## config.mk

```make
export PLATFORM = sky130hd
export DESIGN_NAME = utf8_code_point_decoder
export DESIGN_NICKNAME = d
export VERILOG_FILES = /design/src/sv/u8dec_pkg.sv /design/src/sv/utf8_code_point_decoder.sv /design/src/sv/u8dec_step.sv
export VERILOG_INCLUDE_DIRS = /design/src /design/src/sv
export SDC_FILE = /design/constraint.sdc
export NUM_CORES = 1
export LEC_CHECK = 0
export BUFFER_PORTS_ARGS = -buffer_cell sky130_fd_sc_hd__buf_2
export CORE_UTILIZATION = 59
export CTS_CLUSTER_SIZE = 25
export DETAILED_ROUTE_END_ITERATION = 7
export GPL_TIMING_DRIVEN = 1
export PLACE_DENSITY = 0.84
export SLEW_MARGIN = 30
export SYNTH_ARGS = -nofsm -noshare
export SYNTH_HDL_FRONTEND = slang
export SYNTH_SLANG_ARGS = --single-unit
```

## constraint.sdc

```tcl
create_clock -name clk -period 2.8 [get_ports clk]
set_input_delay 0.14 -clock clk [delete_from_list [all_inputs] [get_ports clk]]
set_output_delay 0.14 -clock clk [all_outputs]
set_load 0.01 [all_outputs]
```

## src/sv/utf8_code_point_decoder_macros.svh

```systemverilog
// Assertion macros for the UTF-8 code point decoder.
// Each macro expects a clock named clk and a reset named rst in the module that uses it.
`ifndef UTF8_CODE_POINT_DECODER_MACROS_SVH
`define UTF8_CODE_POINT_DECODER_MACROS_SVH

// The consequent must hold in the same cycle as the antecedent.
`define U8DEC_ASSERT_NOW(label, ante, cons) \
  label: assert property (@(posedge clk) disable iff (rst) (ante) |-> (cons)) \
    else $error("u8dec: same-cycle check failed");

// The consequent must hold in the cycle after the antecedent.
`define U8DEC_ASSERT_NEXT(label, ante, cons) \
  label: assert property (@(posedge clk) disable iff (rst) (ante) |=> (cons)) \
    else $error("u8dec: next-cycle check failed");

`endif

```

## src/sv/u8dec_pkg.sv

```systemverilog
// Shared types and constants for the UTF-8 code point decoder.
// Has no dependencies; used by u8dec_step and utf8_code_point_decoder.
package u8dec_pkg;

  localparam int PointWidth = 21;

  typedef enum logic [1:0] {
    ST_ABSORBED  = 2'd0,
    ST_COMPLETE  = 2'd1,
    ST_INVALID   = 2'd2,
    ST_NEED_MORE = 2'd3
  } status_t;

  localparam logic REQ_DECODE = 1'b0;
  localparam logic REQ_CLEAR  = 1'b1;

  localparam logic [7:0] CONT_MASK  = 8'hC0;
  localparam logic [7:0] CONT_TAG   = 8'h80;
  localparam logic [7:0] CONT_BITS  = 8'h3F;
  localparam logic [7:0] LEAD2_MASK = 8'hE0;
  localparam logic [7:0] LEAD2_TAG  = 8'hC0;
  localparam logic [7:0] LEAD2_BITS = 8'h1F;
  localparam logic [7:0] LEAD3_MASK = 8'hF0;
  localparam logic [7:0] LEAD3_TAG  = 8'hE0;
  localparam logic [7:0] LEAD3_BITS = 8'h0F;
  localparam logic [7:0] LEAD4_MASK = 8'hF8;
  localparam logic [7:0] LEAD4_TAG  = 8'hF0;
  localparam logic [7:0] LEAD4_BITS = 8'h07;

  typedef struct packed {
    logic [1:0]            bytes_left;
    logic [PointWidth-1:0] partial_point;
  } dec_state_t;

  typedef struct packed {
    status_t               status;
    logic [PointWidth-1:0] code_point;
    logic                  stopped;
  } result_t;

endpackage

```

## src/sv/utf8_code_point_decoder.sv

```systemverilog
// UTF-8 decoder: takes one byte per request and gives one result per request, a code point
// once a character completes. It accepts one request per clock unless out_ready stalls the
// output, as the continuation count and partial code point are updated per request; each
// request passes through the input register, then the result register. While a result
// waits, the input register takes one more request and then holds the input side off.
// Setting stop_at_nul marks the completion of U+0000 as a stop. There is no clearing pass
// after reset. Depends on u8dec_pkg, u8dec_step.
`include "utf8_code_point_decoder_macros.svh"

module utf8_code_point_decoder
  import u8dec_pkg::*;
(
  input  logic                  clk,
  input  logic                  rst,
  input  logic                  cfg_valid,
  output logic                  cfg_ready,
  input  logic                  cfg_data,
  input  logic                  in_valid,
  output logic                  in_ready,
  input  logic                  req_type,
  input  logic [7:0]            data_byte,
  input  logic                  end_of_chunk,
  output logic                  out_valid,
  input  logic                  out_ready,
  output logic [1:0]            status,
  output logic [PointWidth-1:0] code_point,
  output logic                  stopped
);

  logic       stop_at_nul;
  logic       s1_valid;
  logic       s1_req;
  logic [7:0] s1_byte;
  logic       s1_eoc;
  logic       advance;
  dec_state_t dec_state;
  dec_state_t dec_state_next;
  result_t    result;
  result_t    result_next;

  assign cfg_ready = 1'b1;
  assign advance   = !out_valid || out_ready;
  assign in_ready  = !s1_valid || advance;

  always_ff @(posedge clk) begin
    if (rst) begin
      stop_at_nul <= 1'b0;
    end else if (cfg_valid) begin
      stop_at_nul <= cfg_data;
    end
  end

  always_ff @(posedge clk) begin
    if (rst) begin
      s1_valid <= 1'b0;
    end else if (in_ready) begin
      s1_valid <= in_valid;
    end
  end

  always_ff @(posedge clk) begin
    if (in_valid && in_ready) begin
      s1_req  <= req_type;
      s1_byte <= data_byte;
      s1_eoc  <= end_of_chunk;
    end
  end

  u8dec_step u_step (
    .req_type     (s1_req),
    .data_byte    (s1_byte),
    .end_of_chunk (s1_eoc),
    .stop_at_nul  (stop_at_nul),
    .cur          (dec_state),
    .nxt          (dec_state_next),
    .res          (result_next)
  );

  always_ff @(posedge clk) begin
    if (rst) begin
      dec_state <= '0;
      out_valid <= 1'b0;
    end else if (advance) begin
      out_valid <= s1_valid;
      if (s1_valid) begin
        dec_state <= dec_state_next;
      end
    end
  end

  always_ff @(posedge clk) begin
    if (advance && s1_valid) begin
      result <= result_next;
    end
  end

  assign status     = result.status;
  assign code_point = result.code_point;
  assign stopped    = result.stopped;

  `U8DEC_ASSERT_NOW(a_stop_only_on_nul, out_valid && stopped,
                    status == ST_COMPLETE && code_point == '0)
  `U8DEC_ASSERT_NOW(a_point_only_on_complete, out_valid && status != ST_COMPLETE,
                    code_point == '0 && !stopped)
  `U8DEC_ASSERT_NEXT(a_clear_empties, advance && s1_valid && s1_req == REQ_CLEAR,
                     dec_state == '0)
  `U8DEC_ASSERT_NOW(a_idle_state_empty, dec_state.bytes_left == 2'd0,
                    dec_state.partial_point == '0)

endmodule

```

## src/sv/u8dec_step.sv

```systemverilog
// Decode logic for one request: next decoder state and the result.
// Depends on u8dec_pkg.
module u8dec_step
  import u8dec_pkg::*;
(
  input  logic       req_type,
  input  logic [7:0] data_byte,
  input  logic       end_of_chunk,
  input  logic       stop_at_nul,
  input  dec_state_t cur,
  output dec_state_t nxt,
  output result_t    res
);

  logic [PointWidth-1:0] shifted;
  logic [1:0]            left_after;
  status_t               absorbed;

  assign shifted    = {cur.partial_point[PointWidth-7:0], data_byte[5:0]};
  assign left_after = cur.bytes_left - 2'd1;
  assign absorbed   = end_of_chunk ? ST_NEED_MORE : ST_ABSORBED;

  always_comb begin
    nxt = cur;
    res = '{status: ST_ABSORBED, code_point: '0, stopped: 1'b0};
    if (req_type == REQ_CLEAR) begin
      nxt = '0;
    end else if (cur.bytes_left != 2'd0) begin
      if ((data_byte & CONT_MASK) != CONT_TAG) begin
        res.status = ST_INVALID;
      end else if (left_after == 2'd0) begin
        nxt = '0;
        res.status     = ST_COMPLETE;
        res.code_point = shifted;
        res.stopped    = stop_at_nul && (shifted == '0);
      end else begin
        nxt.bytes_left    = left_after;
        nxt.partial_point = shifted;
        res.status        = absorbed;
      end
    end else if (data_byte[7] == 1'b0) begin
      nxt = '0;
      res.status     = ST_COMPLETE;
      res.code_point = PointWidth'(data_byte);
      res.stopped    = stop_at_nul && (data_byte == 8'd0);
    end else if ((data_byte & LEAD2_MASK) == LEAD2_TAG) begin
      nxt.bytes_left    = 2'd1;
      nxt.partial_point = PointWidth'(data_byte & LEAD2_BITS);
      res.status        = absorbed;
    end else if ((data_byte & LEAD3_MASK) == LEAD3_TAG) begin
      nxt.bytes_left    = 2'd2;
      nxt.partial_point = PointWidth'(data_byte & LEAD3_BITS);
      res.status        = absorbed;
    end else if ((data_byte & LEAD4_MASK) == LEAD4_TAG) begin
      nxt.bytes_left    = 2'd3;
      nxt.partial_point = PointWidth'(data_byte & LEAD4_BITS);
      res.status        = absorbed;
    end else begin
      res.status = ST_INVALID;
    end
  end

endmodule
```

=== After elaboration in Yosys (flattened, before gate mapping) ===
Cells that the tools add are included.

* Flip-flop bits (word level): 54
* Output and inout port bits: 27
* Bits of input ports: 16

* Reductions and logical operators: 13
* Equal/unequal tests: 6
* Mux-type cells: 19
* Add/sub/neg operators: 1

{| class="wikitable"
|+ Operator list
! operator !! number
|-
| 23-bit two-way mux || 8
|-
| 22-bit two-way mux || 2
|-
| 24-bit two-way mux || 1
|-
| 21-bit zero test || 1
|-
| 2-bit two-way mux || 7
|-
| 8-bit zero test || 1
|-
| 8-bit two-way mux || 1
|-
| 6-bit by 2-bit inequality test with 1-bit output (second input constant) || 1
|-
| 5-bit equality test (second input constant) || 1
|-
| 4-bit equality test (second input constant) || 1
|-
| 1-bit logical AND || 4
|-
| 4-bit AND reduction || 1
|-
| 3-bit equality test (second input constant) || 1
|-
| 3-bit inequality test (second input constant) || 1
|-
| 1-bit zero test || 2
|-
| 2-bit zero test || 1
|-
| 1-bit logical OR || 2
|-
| 2-bit inequality test (second input constant) || 1
|-
| 2-bit nonzero test || 1
|-
| 2-bit by 1-bit subtractor with 2-bit output (second input constant) || 1
|}

=== Depth between registers and ports, before layout ===
Gate-level depths: netlist (run 1).

* Depth in word-level cells: 7
* Depth in mapped cells: 8

=== Modules after synthesis ===
Synthesis (run 1) repeated with hierarchy kept, for this count alone.

* Cells, all modules: 287
* Area, all modules: 3173.0 sq um

{| class="wikitable"
|+ By module, submodules not included
! module !! times used !! cells an instance !! area an instance (sq um) !! sequential area each (sq um)
|-
| utf8_code_point_decoder || 1 || 149 || 2203.4 || 1541.5
|-
| u8dec_step || 1 || 138 || 969.7 || 0.0
|}

=== Worst setup path after synthesis (run 1) ===
Ideal clock, no wire load.

* Kind: reg-to-reg
* From: register dec_state[21] (netlist name)
* To: register dec_state[21] (netlist name)
* Stages on the path, launching flop included: 9
* Data arrival time: 1.613 ns
* Path buffers: 2
* Data required time: 2.683 ns
* Setup slack: 1.070 ns
* Cell sequence: dfxtp_1 inv_1 ha_1 buf_6 and2b_4 a2111oi_4 nor2_4 buf_8 o2bb2ai_1

* Longest elaborated chain between the ends: 6
* Elaborated cells between the ends (all ways): 10

{| class="wikitable"
|+ RTL lines
! item !! line !! text
|-
| start: declaration || utf8_code_point_decoder.sv:36 || <nowiki>dec_state_t dec_state;</nowiki>
|-
| start signal: assignment || utf8_code_point_decoder.sv:86 || <nowiki>dec_state <= dec_state_next;</nowiki>
|-
| 2-bit by 1-bit subtractor with 2-bit output || u8dec_step.sv:20 || <nowiki>assign left_after = cur.bytes_left - 2'd1;</nowiki>
|-
| 2-bit zero test || u8dec_step.sv:31 || <nowiki>end else if (left_after == 2'd0) begin</nowiki>
|-
| 23-bit two-way mux || u8dec_step.sv:31 ||
|-
| 23-bit two-way mux || u8dec_step.sv:29 || <nowiki>if ((data_byte & CONT_MASK) != CONT_TAG) begin</nowiki>
|-
| 23-bit two-way mux || u8dec_step.sv:28 || <nowiki>end else if (cur.bytes_left != 2'd0) begin</nowiki>
|-
| 23-bit two-way mux || u8dec_step.sv:26 || <nowiki>if (req_type == REQ_CLEAR) begin</nowiki>
|}

Several ways; a longest one is shown, not always the timed one. The select of a mux whose other input is x is not followed.
A chain may end at the register's enable or synchronous reset.

=== Worst setup path in the final report (run 1) ===
* From: register dec_state[21] (netlist name)
* To: register dec_state[5] (netlist name)

The elaborated chain is that of the path after synthesis.

==> results of run 1 <==
==> flip-flops by register name, summed over array words and instances, names as in the netlist <==
register and cells:
code_point 21, dec_state 17, s1_byte 8, status 2, out_valid 1, s1_eoc 1
s1_req 1, s1_valid 1, stop_at_nul 1, stopped 1
==> cell families after synthesis <==
logic type               synth area share, %
flip-flops                              59.5
AND/OR/NAND/NOR                         21.9
multiplexers                            6.29
buffers and inverters                   3.98
other                                  0.157
AO/OA/AOI/OAI                           6.60
adder cells (fa/ha/maj)                 1.57
==> power by group through the flow <==
stage               combinational [µW]  sequential [µW]  clock (µW)
floorplan                         84.9              912           0
global placement                   121              911           0
detailed placement                 124              912           0
CTS                                131              894         428
global route                       147              897         459
finish                             135              894         420
==> synthesized netlist by cell type, types with 4 or more instances <==
master,number
nor3_1,4
nor4_1,4
o21ai_0,4
nor2_1,8
dfxtp_1,20
a21oi_1,4
and2_1,19
inv_1,8
mux2i_1,15
nand2_1,16
edfxtp_1,34
nand2b_1,18
==> through the flow <==
stage	hold slack, ns	cells	total power (µW)
3_3_place_gp	0.316	280	1030
3_5_place_dp	0.318	280	1040
2_1_floorplan	0.239	196	997
4_1_cts	0.00146	294	1450
6_report	0.0119	297	1450
5_1_grt	0.000741	297	1500
==> layout by cell type, fill, tap and decap left out, drive strengths merged, types with 2 or more instances in the layout <==
master       instances
and2b                2
dlygate4sd3          9
clkbuf               6
and3                 2
nand2               16
inv                  8
nor2                 9
nand2b              18
a21oi                4
dfxtp               20
nor4                 6
nand3                2
buf                 44
and2                20
mux2i               15
ha                   3
edfxtp              34
o32ai                2
nor4b                2
nor2b                3
o21ai                4
nor3                 4
clkinvlp             2
==> worst max path at each step <==
stage,startpoint,slack [ns],end
after floorplan,dec_state[21],1.07,dec_state[21]
after global placement,dec_state[21],0.73,dec_state[2]
after detailed placement,dec_state[21],0.56,dec_state[5]
after CTS,dec_state[21],0.53,dec_state[5]
after global routing,dec_state[21],0.35,dec_state[5]
final,dec_state[21],0.50,dec_state[5]
==> layout make-up <==
class | instances | area [µm²] | area share [%]
sequential | 54 | 1420 | 51.0
multi-input combinational | 126 | 872 | 31.3
timing repair buffer | 53 | 318 | 11.4
clock buffer | 6 | 72.6 | 2.60
tap | 48 | 60.1 | 2.15
inverter | 8 | 30.0 | 1.08
clock inverter | 2 | 15.0 | 0.538
==> metal layers <==
| layer | up-vias | wire length [µm] | track usage (%) |
|---|---|---|---|
| met1 | 802 | 1870 | 27.4 |
| met3 | 7 | 241 | 5.73 |
| met4 | 0 | 66 | 8.15 |
| met2 | 55 | 2390 | 39.3 |
| met5 | - | 0 | 0 |
| li1 | 798 | - | - |
==> critical path: stages, from the launching register on <==
cell       delay, ns
dfxtp_1         0.41
inv_1           0.08
ha_1            0.36
nor3b_2         0.47
a2111oi_4       0.10
nor2_4          0.49
mux2i_1         0.30
==> repair_timing <==
| action | 4_1_cts | 5_1_grt |
|---|---|---|
| hold endpoints to repair | 6 | 3 |
| endpoints found under the setup margin | 0 | 0 |
| hold buffers | 6 | 3 |
==> impl_metrics.csv, run 1 <==
group,metric,value,unit
outcome,status,"finished clean",
hold_path,min_path_type,"in2reg",
finish,final.fill_count,262,
floorplanning,die_x,65.6,µm
timing,report.final.slew_viol_count,0,
timing,fin_crit,2.30,ns
critical_path,r2r_start,"dec_state[21]",
pwr,powerDensity,520,mW/mm²
global_route,track_usage,22.8,%
floorplanning,chipHeight,65.6,µm
yosys,synth.area.top_cells,"edfxtp_1, dfxtp_1, mux2i_1",
yosys,ys_ff_latch,54,
floorplanning,start_util,63.3,%
timing,worst_slack,0.500,ns
yosys,yosysSeqAreaShare,59.5,%
hold_path,min_path_cells,1,
timing,fmax,435,MHz
finish,layout-drive-gt1-share,24.5,%
critical_path,worstSetupPathType,"reg2reg",
yosys,yosysWarnings,0,
timing,hold_viol_final,0,
placement,dpl_cell_area,0.00261,mm²
timing,tightest_slew,0.597,ns
global_route,antenna_found_initial,0,
global_route,first_global_vias,1537,
placement,gp_congestion,0.837,
finish,final_util,74.0,%
critical_path,path_max_fanout,17,
critical_path,cp-end-kind,"flip-flop",
finish,final_area,0.00279,mm²
drt,ant_nets,0,
floorplanning,io_pins,43,
pwr,p_int,1110,µW
clock_network,cts_tree,"done",
global_route,grt_pass1_wl,7140,µm
yosys,avgSynthCellArea,12.2,µm²
yosys,synth.cell_area,0.00239,mm²
global_route,overflow,0,
yosys,yosys.cell_types.count,44,
drt,vias,1662,
pwr,total_leakage_power,0.00105,µW
timing,finClkSkew,0.0146,ns
drt,wirelength,4570,µm
finish,diodes,0,
finish,nNetsFinal,267,
yosys,synth-edff-count,34,
clock_network,clock_sinks,54,
hold_path,min_from,"data_byte[2]",
drt,dr.pass1.iters,4,
timing,finalSetupTns,0,ns
critical_path,ff2ff_path_depth,6,
global_route,grt_start_max_net_pins,25,
placement,place_ws,0.563,ns
clock_network,cts_buffers,5,
job,cap_violations,0,
clock_network,htreeDepth,2,
clock_network,clockBufferDepth,2,
drt,first_iter_violations,136,
drt,via_per_inst,5.60,
clock_network,ctsResizeCount,0,
critical_path,cp.arrival,2.53,ns
yosys,synth_flop_cell,"edfxtp_1",
critical_path,crit_path_start_kind,"flip-flop",
timing,slew_headroom,60.1,%
timing,rsz0062_at_grt,"false",
finish,syn_to_final_growth,16.8,%
floorplanning,coreArea,0.00377,mm²
pwr,clockPowerShare,29.0,%
clock_network,cts_root_buf,"clkbuf_8",
hold_path,min_to,"s1_byte[2]",
critical_path,cp.required,3.03,ns
yosys,synth_top_area_cell,"edfxtp_1",
clock_network,path_clk_slew,0.10,ns
pwr,p_sw,339,µW
pwr,vdd_drop_max,0.370,mV
pwr,combPwrFrac,9.3,%
timing,finalSetupViolations,0,
placement,hpwlAfterDp,3110,µm
placement,io_buffers,41,
clock_network,post_cts_buffers,0,
drt,route.detailed.drc,0,
pwr,sequentialPowerShare,61.7,%
floorplanning,row_count,22,
clock_network,insertion_delay,0.31,ns
yosys,syn-num-nets,215,
yosys,syn_inst,196,
floorplanning,design.die.area,0.00431,mm²
yosys,synth_top_area_share,42.7,%
timing,post-route-period-util,82.1,%
pwr,switching_share,23.4,%
drt,wl_per_cell,15.4,µm
critical_path,r2r_slack,0.50,ns
yosys,async_flop_share,0,%
critical_path,timing.rr.end,"dec_state[5]",
Power figures use the tool's default switching activity.
==> inputs of run 2 (changes only) <==
CORE_UTILIZATION = 49   (was 59)
PLACE_DENSITY = 0.74   (was 0.84)
clock period = 2.11 ns   (was 2.8 ns; I/O delays follow)
==> impl_metrics.csv, run 2 (synthesized netlist as in run 1, its figures left out) <==
group,metric,value,unit
critical_path,critPathTopFamily,"compound AO/OA/AOI/OAI gates",
global_route,overflow,0,
placement,io_buffers,41,
critical_path,cp.arrival,2.17,ns
critical_path,crit_path_cell_trace,"inv_1 -> ha_1 -> and2_4 -> a2111oi_4 -> nor2_4 -> buf_12 -> o32ai_1",
timing,finClkSkew,0.0105,ns
clock_network,clockBufferDepth,2,
floorplanning,row_count,25,
drt,wirelength,4360,µm
global_route,antenna_found_initial,0,
global_route,track_usage,18.9,%
floorplanning,io_pins,43,
timing,finalSetupTns,0,ns
global_route,grt_start_max_net_pins,25,
pwr,total_leakage_power,0.00107,µW
critical_path,r2r_start,"dec_state[21]",
critical_path,crit_path_max_incr_delay,0.42,ns
floorplanning,coreArea,0.00469,mm²
clock_network,cts_buffers,5,
job,cap_violations,0,
drt,via_per_inst,5.22,
finish,nNetsFinal,271,
clock_network,cts_tree,"done",
clock_network,clock_sinks,54,
drt,dr.pass1.iters,4,
critical_path,worstSetupPathType,"reg2reg",
global_route,grt_pass1_wl,7330,µm
placement,gp_congestion,0.889,
floorplanning,chipHeight,71.8,µm
pwr,clockPowerShare,30.0,%
pwr,combPwrFrac,9.5,%
finish,final_common_cell,"buf_2",
timing,fmax,516,MHz
critical_path,cp.required,2.34,ns
finish,syn_to_final_growth,19.4,%
critical_path,crit_slowest_cell,"a2111oi_4",
clock_network,path_clk_slew,0.10,ns
placement,hpwlAfterDp,2910,µm
hold_path,min_to,"s1_valid",
clock_network,insertion_delay,0.31,ns
outcome,status,"finished clean",
timing,rsz0062_at_grt,"false",
floorplanning,design.die.area,0.00516,mm²
critical_path,ff2ff_path_depth,7,
finish,largest_register_ffs,21,
timing,fin_crit,1.94,ns
timing,slew_headroom,61.3,%
timing,post-route-period-util,91.8,%
finish,final_cell_mix,"buf_2, edfxtp_1, dfxtp_1, and2_1, nand2b_1",
pwr,powerDensity,688,mW/mm²
finish,layout-drive-gt1-share,26.1,%
clock_network,htreeDepth,2,
critical_path,critPathBufInv,2,
pwr,sequentialPowerShare,60.4,%
critical_path,timing.rr.end,"dec_state[3]",
critical_path,path_max_fanout,17,
pwr,switching_share,24.2,%
clock_network,cts_root_buf,"clkbuf_8",
pwr,p_int,1490,µW
timing,hold_viol_final,0,
drt,wl_per_cell,14.2,µm
timing,tightest_slew,0.581,ns
drt,first_iter_violations,127,
drt,vias,1604,
floorplanning,start_util,50.9,%
drt,route.detailed.drc,0,
finish,diodes,0,
hold_path,min_from,"in_valid",
timing,finalSetupViolations,0,
drt,ant_nets,0,
floorplanning,die_x,71.8,µm
critical_path,cp-end-kind,"flip-flop",
pwr,vdd_drop_max,0.373,mV
hold_path,min_path_type,"in2reg",
timing,worst_hold_slack,0.0100,ns
hold_path,min_path_cells,3,
critical_path,crit_cells,7,
critical_path,r2r_slack,0.17,ns
pwr,p_sw,475,µW
timing,report.final.slew_viol_count,0,
global_route,first_global_vias,1560,
critical_path,crit_path_start_kind,"flip-flop",
[run 2: cell count changes in the layout (fill, tap and decap cells not counted), sizes merged]
cell,change
buf,+3
clkbuf,-1
clkinv,+1
dlygate4sd3,+1
[run 2: per-stage QoR]
step | cell area, µm² | utilization [%] | std cells | power (µW) | setup WS [ns]
2_1_floorplan | 2390 | - | 196 | 1320 | 0.380
3_3_place_gp | 2650 | 56.6 | 289 | 1380 | 0.256
3_5_place_dp | 2650 | 56.6 | 289 | 1380 | 0.207
4_1_cts | 2850 | 60.7 | 307 | 1980 | 0.183
5_1_grt | 2850 | 60.8 | 307 | 2050 | 0.0152
6_report | 2850 | 60.8 | 307 | 1960 | 0.173
[run 2: layer usage]
layer / global-route usage, % / share of wire (%) / vias to the layer above
met4: 7.19 / 1.7 / 0
met1: 23.8 / 45 / 752
met5: 0 / 0 / -
met2: 32.6 / 50 / 36
li1: - / - / 809
met3: 3.38 / 2.8 / 7
[run 2: how the worst max path moves through the flow]
stage               slack (ns)     startpoint             to
finish                    0.17  dec_state[21]   dec_state[3]
CTS                       0.18  dec_state[21]  dec_state[22]
global route              0.02  dec_state[21]  dec_state[22]
floorplan                 0.38  dec_state[21]  dec_state[21]
detailed placement        0.21  dec_state[21]   dec_state[3]
global placement          0.26  dec_state[21]   dec_state[3]
[run 2: tightest hold or removal path, stage by stage]
cell     delay [ns]
buf_2          0.08
a21oi_1        0.04
nor2_1         0.07
[run 2: power by group through the flow]
stage / combinational (µW) / sequential, µW / clock [µW]
floorplan: 113 / 1210 / 0
global placement: 167 / 1210 / 0
detailed placement: 171 / 1210 / 0
CTS: 186 / 1190 / 605
global route: 203 / 1190 / 654
finish: 187 / 1190 / 590
[run 2: what timing repair did]
action	CTS	global route
hold endpoints to repair	10	0
resized for setup	0	1
hold buffers	10	0
buffers inserted	0	0
setup endpoints to repair	0	24
[run 2: area by class of cell]
class / count / area, µm²
clock buffers: 5 / 68.8
fillers: 383 / 1840
multi-input cells: 126 / 872
inverters: 8 / 33.8
well taps: 54 / 67.6
clock inverters: 3 / 25.0
repair buffers: 57 / 363
flip-flops and latches: 54 / 1420
==> inputs of run 3 (changes only) <==
ABC_AREA = 1   (was default)
CORE_UTILIZATION = 50   (was 49)
PLACE_DENSITY = 0.75   (was 0.74)
==> impl_metrics.csv, run 3 <==
group,metric,value,unit
timing,rsz0062_at_grt,"false",
timing,worst_hold_slack,0.0239,ns
finish,final_common_cell,"nor2_1",
finish,layout-drive-gt1-share,18.7,%
placement,place_ws,0.352,ns
yosys,yosysWarnings,0,
critical_path,cp.required,2.31,ns
yosys,synth_top_area_cell,"edfxtp_1",
critical_path,crit_path_end,"dec_state[2]",
placement,hpwlAfterDp,3120,µm
yosys,yosysMostFrequentCell,"nor2_1",
yosys,synth-edff-count,34,
global_route,first_global_vias,1653,
global_route,grt_start_max_net_pins,27,
critical_path,r2r_slack,0.33,ns
job,cap_violations,0,
timing,worst_slack,0.335,ns
clock_network,insertion_delay,0.30,ns
global_route,overflow,0,
drt,wl_per_cell,12.0,µm
critical_path,path_max_fanout,26,
placement,gp_congestion,0.925,
yosys,synth_compound_area_share,3.04,%
drt,first_iter_violations,168,
drt,wirelength,4550,µm
finish,final_cell_mix,"nor2_1, nand2_1, buf_2, edfxtp_1, inv_1",
finish,largest_register_ffs,21,
yosys,synth_simple_gate_area_share,28.6,%
clock_network,ctsResizeCount,0,
yosys,ys_ff_latch,54,
critical_path,crit_start,"dec_state[21]",
pwr,finalPower,2060,µW
drt,dr.pass1.iters,4,
yosys,synth_common_cells,"nor2_1, nand2_1, edfxtp_1, inv_1, dfxtp_1",
floorplanning,coreArea,0.00450,mm²
clock_network,post_cts_buffers,0,
outcome,status,"finished clean",
drt,ant_nets,0,
timing,slew_headroom,60.4,%
timing,post-route-period-util,84.1,%
clock_network,cts_buffers,5,
clock_network,cts_tree,"done",
clock_network,clock_sinks,54,
clock_network,htreeDepth,2,
critical_path,cp-end-kind,"flip-flop",
floorplanning,die_x,71.7,µm
pwr,powerDensity,721,mW/mm²
drt,route.detailed.drc,0,
yosys,synth.area.top_cells,"edfxtp_1, dfxtp_1, nor2_1",
timing,finalSetupTns,0,ns
timing,finalSetupViolations,0,
placement,io_buffers,41,
critical_path,ff2ff_path_depth,10,
yosys,async_flop_share,0,%
drt,vias,1822,
yosys,synth_top_area_share,42.1,%
hold_path,min_path_type,"in2reg",
yosys,yosysSeqAreaShare,58.6,%
clock_network,cts_root_buf,"clkbuf_8",
timing,fin_crit,1.78,ns
floorplanning,start_util,53.9,%
timing,fmax,563,MHz
critical_path,worstSetupPathType,"reg2reg",
finish,final.fill_count,391,
yosys,synth_top_family_by_area,"simple AND/OR/NAND/NOR gates",
timing,report.final.slew_viol_count,0,
critical_path,timing.rr.end,"dec_state[2]",
drt,via_per_inst,4.82,
timing,hold_viol_final,0,
yosys,synth.cell_area,0.00243,mm²
yosys,synthXorXnorAreaFrac,0,%
finish,diodes,0,
critical_path,r2r_start,"dec_state[21]",
clock_network,path_clk_slew,0.09,ns
yosys,synthAdderAreaFrac,1.55,%
yosys,yosys-mux-area-fraction,0,%
global_route,track_usage,19.3,%
global_route,grt_pass1_wl,7500,µm
critical_path,cp.arrival,1.98,ns
yosys,avgSynthCellArea,8.92,µm²
timing,tightest_slew,0.593,ns
yosys,syn-num-nets,291,
pwr,total_leakage_power,0.00128,µW
clock_network,hold_buffers,12,
pwr,vdd_drop_max,0.305,mV
floorplanning,design.die.area,0.00513,mm²
critical_path,crit_path_start_kind,"flip-flop",
floorplanning,io_pins,43,
timing,finClkSkew,0.00426,ns
global_route,antenna_found_initial,0,
finish,nNetsFinal,344,
yosys,synth_flop_cell,"edfxtp_1",
yosys,syn_inst,272,
hold_path,min_from,"cfg_data",
clock_network,clockBufferDepth,2,
yosys,yosys.cell_types.count,29,
floorplanning,row_count,24,
floorplanning,chipHeight,71.7,µm
finish,syn_to_final_growth,17.7,%
-- run 3: final cells by class --
cell class	count	area, µm²	share of cell area (%)
flip-flops and latches	54	1420	49.8
multi-input cells	173	808	28.3
repair buffers	55	340	11.9
inverters	36	140	4.91
clock buffers	6	72.6	2.54
well taps	52	65.1	2.28
clock inverters	2	8.76	0.307
-- run 3: worst min path at each step --
| stage | endpoint | cells past startpoint |
|---|---|---|
| global placement | s1_byte[7] | 1 |
| finish | stop_at_nul | 3 |
| floorplan | out_valid | 1 |
| global route | stop_at_nul | 3 |
| CTS | stop_at_nul | 3 |
| detailed placement | s1_byte[1] | 1 |
-- run 3: cell families (layout without fill, tap and decap cells) --
| family | count (synthesis) | after routing |
|---|---|---|
| simple gates | 155 | 155 |
| buf+inv | 45 | 99 |
| flops | 54 | 54 |
| compound gates | 14 | 14 |
| other cells | 1 | 1 |
| fa+ha+maj | 3 | 3 |
-- run 3: layer usage --
layer	vias up	share of wire, %	GRT usage, %
met5	-	0	0
met3	7	3.2	4.22
li1	964	-	-
met1	804	47	25.6
met2	47	48	31.7
met4	0	1.4	6.54
-- run 3: stage by stage --
| step | cell area [µm²] | instances | utilization, % |
|---|---|---|---|
| 2_1_floorplan | 2430 | 272 | - |
| 3_3_place_gp | 2660 | 358 | 58.9 |
| 3_5_place_dp | 2660 | 358 | 58.9 |
| 4_1_cts | 2860 | 378 | 63.4 |
| 5_1_grt | 2860 | 378 | 63.4 |
| 6_report | 2860 | 378 | 63.4 |
-- run 3: critical path: stages, from the launching register on --
cell and delay [ns]:
dfxtp_1 0.39, inv_1 0.07, ha_1 0.34, inv_4 0.13, nand2_2 0.07, nor2_4 0.17
nor2_8 0.07, nand2_4 0.22, nand2_1 0.08, nand2_1 0.07, nor2_1 0.06
-- run 3: power by group --
| group | total [µW] | switching (µW) | internal [µW] |
|---|---|---|---|
| Clock | 544 | 315 | 229 |
| Combinational | 303 | 192 | 111 |
| Sequential | 1210 | 30.5 | 1180 |
| Total | 2060 | 538 | 1520 |
